===== src/ofc_pkg.sv =====
// Package for the overlap-add convolver: sizes, opcodes and the command type.
// Used by ofc_front, ofc_back and the top module; depends on nothing.
package ofc_pkg;

    localparam int FRAME_LEN  = 512;
    localparam int FFT_POINTS = 1024;
    localparam int TAPS       = FFT_POINTS / 2 + 1;
    localparam int POS_W      = $clog2(FRAME_LEN);
    localparam int TAP_AW     = $clog2(TAPS);
    localparam int SAMPLE_W   = 16;
    localparam int COEF_W     = 18;
    localparam int IDX_W      = 10;
    // Partial sums: 34-bit products summed over up to one frame.
    localparam int ACC_W      = SAMPLE_W + COEF_W + POS_W + 2;

    localparam logic OP_SAMPLE = 1'b0;
    localparam logic OP_LOAD   = 1'b1;

    typedef struct packed {
        logic                       is_load;
        logic signed [SAMPLE_W-1:0] sample;
        logic [IDX_W-1:0]           idx;
        logic signed [COEF_W-1:0]   value;
    } t_cmd;

    // Round at 2^-16 and saturate to Q1.15.
    function automatic logic signed [SAMPLE_W-1:0] round_sat(
        input logic signed [ACC_W:0] v
    );
        logic signed [ACC_W+1:0] a;
        logic signed [ACC_W+1:0] q;
        a = {v[ACC_W], v} + (ACC_W+2)'(32768);
        q = a >>> 16;
        if (q > (ACC_W+2)'(32767)) begin
            return SAMPLE_W'(32767);
        end else if (q < -(ACC_W+2)'(32768)) begin
            return SAMPLE_W'(-32768);
        end
        return q[SAMPLE_W-1:0];
    endfunction

endpackage


===== src/ofc_front.sv =====
// Front end: accepts requests, drops out-of-range tap loads, and queues
// commands for the back end. Depends on ofc_pkg.
module ofc_front import ofc_pkg::*; (
    input  logic                       i_clk,
    input  logic                       i_rst_n,
    input  logic                       push,
    output logic                       full,
    input  logic                       i_opcode,
    input  logic signed [SAMPLE_W-1:0] i_sample_in,
    input  logic [IDX_W-1:0]           i_coef_index,
    input  logic signed [COEF_W-1:0]   i_coef_value,
    output logic                       o_cmd_valid,
    output t_cmd                       o_cmd,
    input  logic                       i_cmd_pop
);
    t_cmd r_q [2];
    logic [1:0] r_cnt;
    logic       r_rd;
    logic       r_wr;
    logic       w_acc;
    logic       w_keep;
    logic       w_pop;
    t_cmd       w_cmd;

    assign full        = (r_cnt == 2'd2);
    assign o_cmd_valid = (r_cnt != 2'd0);
    assign o_cmd       = r_q[r_rd];
    assign w_acc       = push && !full;
    assign w_keep      = w_acc && !(i_opcode == OP_LOAD && i_coef_index >= IDX_W'(TAPS));
    assign w_pop       = i_cmd_pop && o_cmd_valid;

    always_comb begin
        w_cmd.is_load = (i_opcode == OP_LOAD);
        w_cmd.sample  = i_sample_in;
        w_cmd.idx     = i_coef_index;
        w_cmd.value   = i_coef_value;
    end

    always_ff @(posedge i_clk) begin
        if (w_keep) begin
            r_q[r_wr] <= w_cmd;
        end
        if (!i_rst_n) begin
            r_cnt <= 2'd0;
            r_rd  <= 1'b0;
            r_wr  <= 1'b0;
        end else begin
            if (w_keep) begin
                r_wr <= !r_wr;
            end
            if (w_pop) begin
                r_rd <= !r_rd;
            end
            r_cnt <= r_cnt + 2'(w_keep) - 2'(w_pop);
        end
    end
endmodule


===== config.mk =====
export PLATFORM = sky130hd
export DESIGN_NAME = ofc_front
export DESIGN_NICKNAME = d
export VERILOG_FILES = /design/src/ofc_pkg.sv /design/src/ofc_front.sv
export SDC_FILE = /design/constraint.sdc
export NUM_CORES = 1
export LEC_CHECK = 0
export BUFFER_PORTS_ARGS = -buffer_cell sky130_fd_sc_hd__buf_2
export CORE_ASPECT_RATIO = 0.9
export CORE_MARGIN = 1.5
export CORE_UTILIZATION = 50
export CTS_BUF_LIST = sky130_fd_sc_hd__clkbuf_8
export CTS_CLUSTER_DIAMETER = 200
export DETAILED_ROUTE_END_ITERATION = 7
export GPL_TIMING_DRIVEN = 0
export PLACE_DENSITY_LB_ADDON = 0.25
export SLEW_MARGIN = 20
export SYNTH_ARGS = -nofsm -noshare
export SYNTH_HDL_FRONTEND = slang
export SYNTH_SLANG_ARGS = --single-unit

===== constraint.sdc =====
create_clock -name i_clk -period 3.94 [get_ports i_clk]
set_input_delay 0.197 -clock i_clk [delete_from_list [all_inputs] [get_ports i_clk]]
set_output_delay 0.197 -clock i_clk [all_outputs]
set_load 0.1 [all_outputs]

==> results.py <==
metrics = {
    "status": {
        "status": "finished clean",
    },
    "timing": {
        "fmax_ghz": 0.454,
        "hold_viol": 0,
        "period_minus_slack_ps": 2200,
        "timing.max_slew.rel_slack_pct": 56.8,
        "rsz0062_at_grt": "false",
        "clock-skew-final_ps": 6.04,
        "setup_viol": 0,
        "slew_violations": 0,
        "hold_slack_ps": 34.6,
        "final_min_period_over_clock_period_pct": 55.9,
        "worst_pin_slew_ps": 646,
        "setup_tns_ps": 0,
    },
    "power_and_ir_drop": {
        "ir_worst_vdd_mv": 0.560,
        "power_density_mw_per_mm2": 766,
        "power_mw": 3.31,
        "p_leak_nw": 1.61,
    },
    "detailed_routing": {
        "routed_wl_mm": 5.57,
        "firstDrtPassIters": 4,
        "wl_per_cell_microns": 15.0,
        "viasPerCell": 4.83,
        "vias": 1795,
        "drc": 0,
        "antenna_left": 0,
        "first_iter_violations": 89,
    },
    "clock_network": {
        "cts-root-buf": "clkbuf_8",
        "clkTransAtPathRegs_ps": 80,
        "cts_resized": 0,
        "cts_tree": "built",
        "postCtsHoldBufs": 0,
        "htree_levels": 3,
        "cts_max_path_buffers": 2,
        "numCtsBuffers": 9,
        "cts_setup_buffers": 0,
        "insertion_delay_ps": 340,
        "clock_sinks": 95,
    },
    "global_route": {
        "grt_start_max_net_pins": 27,
        "grt_remaining_overflow": 0,
        "grt_use_total_pct": 15.6,
        "antenna_found_initial": 0,
        "grt_pass1_vias": 1781,
        "grt_pass1_wl_mm": 8.56,
    },
    "synthesis": {
        "syn_inst": 170,
        "synth.largest_area_cell": "edfxtp_1",
        "synth_area_per_cell_sq_um": 20.7,
        "synthMostInstantiatedCell": "edfxtp_1",
        "synth_cell_types": 20,
        "syn_area_sq_mm": 0.00352,
        "synthTopCellsByArea": "edfxtp_1 (77%), mux2_2 (14%), dfxtp_1 (2.8%)",
        "synth_edf_count": 90,
        "synth_top_flop_cell": "edfxtp_1",
        "synth.yosys.seq_area_share_pct": 79.7,
        "synth_fp_nets": 221,
        "yosysWarnings": 0,
        "async_flop_share_pct": 0,
        "synth_top_area_share_pct": 76.8,
        "synthTopCellsByCount": "edfxtp_1 (90), mux2_2 (45), dfxtp_1 (5)",
        "yosys_register_bits": 95,
    },
    "min_path": {
        "hold_path_class": "primary input to register",
    },
    "floorplan": {
        "die_x_microns": 91.4,
        "die_area_sq_mm": 0.00755,
        "coreArea_sq_mm": 0.00669,
        "ios": 96,
        "num_rows": 28,
        "start_util_pct": 52.6,
        "die_h_microns": 82.6,
    },
    "place": {
        "place.gp.congestion": 0.682,
        "dp_cells": 357,
        "numPortBuffers": 95,
        "dp_hpwl_mm": 3.74,
    },
    "finish": {
        "insertedDiodeCount": 0,
        "final_nets": 329,
        "fillCellCount": 497,
        "area_delta_synth_final_pct": 22.9,
        "final_util_pct": 64.6,
        "final-instance-count-excl-fill": 372,
        "drive_gt1_share_pct": 58.9,
    },
    "worst_setup_path": {
        "arrival_ps": 2010,
        "cp.required_ps": 3740,
        "crit_type": "register to primary output",
        "cp_max_fo": 10,
        "critical_path.startpoint_type": "register",
        "endpoint_kind": "primary output",
    },
    "flow_run": {
        "drv_cap": 0,
    },
}
[cell type report]
cell class / count / area (sq um) / share of cell area, %
clock inverter: 6 / 38.8 / 0.897
multi-input combinational: 68 / 699 / 16.2
buffer: 5 / 23.8 / 0.550
clock buffer: 9 / 124 / 2.86
sequential: 95 / 2800 / 64.8
inverter: 2 / 7.51 / 0.174
tap: 90 / 113 / 2.60
timing repair buffer: 97 / 515 / 11.9
[through the flow]
step,setup slack (ps),instance area (sq um)
2_1_floorplan,506,3520
3_3_place_gp,-757,4110
3_5_place_dp,1590,4160
4_1_cts,1670,4320
5_1_grt,1580,4320
6_report,1740,4320
[power by group]
part | internal, mW | switching [mW]
clock network | 0.222 | 0.303
logic | 0.298 | 1.24
registers | 1.23 | 0.0266
total | 1.75 | 1.56
[final timing paths]
path / from / endpoint / slack (ps) / cells after the start
max: register / o_cmd[34] / 1740 / 4
min: i_sample_in[7] / r_q[1][35]$_DFFE_PP_ / 30 / 1
max reg2reg: r_cnt[0]$_SDFF_PN0_ / r_cnt[1]$_SDFF_PN0_ / 1920 / 9
min reg2reg: r_wr$_SDFFE_PN0P_ / r_wr$_SDFFE_PN0P_ / 520 / 2
[worst max-delay path, cell delays in order (launching register included)]
cell	delay (ps)
dfxtp_1	310
clkbuf_1	340
buf_2	350
mux2_2	380
buf_2	290
[per-layer routing]
| layer | vias up | GRT usage, % | part of all wire (%) |
|---|---|---|---|
| met2 | 56 | 26.6 | 49 |
| met3 | 5 | 5.40 | 6.0 |
| met4 | 0 | 6.56 | 1.1 |
| met1 | 859 | 18.3 | 43 |
| met5 | - | 0 | 0 |
| li1 | 875 | - | - |
[cells in the final DEF (no fill, tap or decap), types with 3 or more instances in the layout]
cell         n
and2_1       3
xnor2_1      3
mux2_2      45
dfxtp_1      5
clkbuf_8     9
clkinvlp_4   4
buf_2       99
edfxtp_1    90
[cells by family after synthesis]
| logic type | count (synthesis) | synth area share, % |
|---|---|---|
| and+or+nand+nor | 16 | 2.85 |
| xor gates and xnor gates | 3 | 0.747 |
| muxes | 46 | 14.7 |
| DFF | 95 | 79.7 |
| buffers and inverters | 7 | 0.889 |
| AOI/OAI and AO/OA | 1 | 0.462 |
| adders and majority gates | 2 | 0.711 |
[flip-flops by register name, summed over array words and instances, names as in the netlist, named ones only]
| register | count |
|---|---|
| r_rd | 1 |
| r_cnt | 2 |
| r_wr | 1 |
| r_q | 90 |
(Power assumes the default switching activity.)
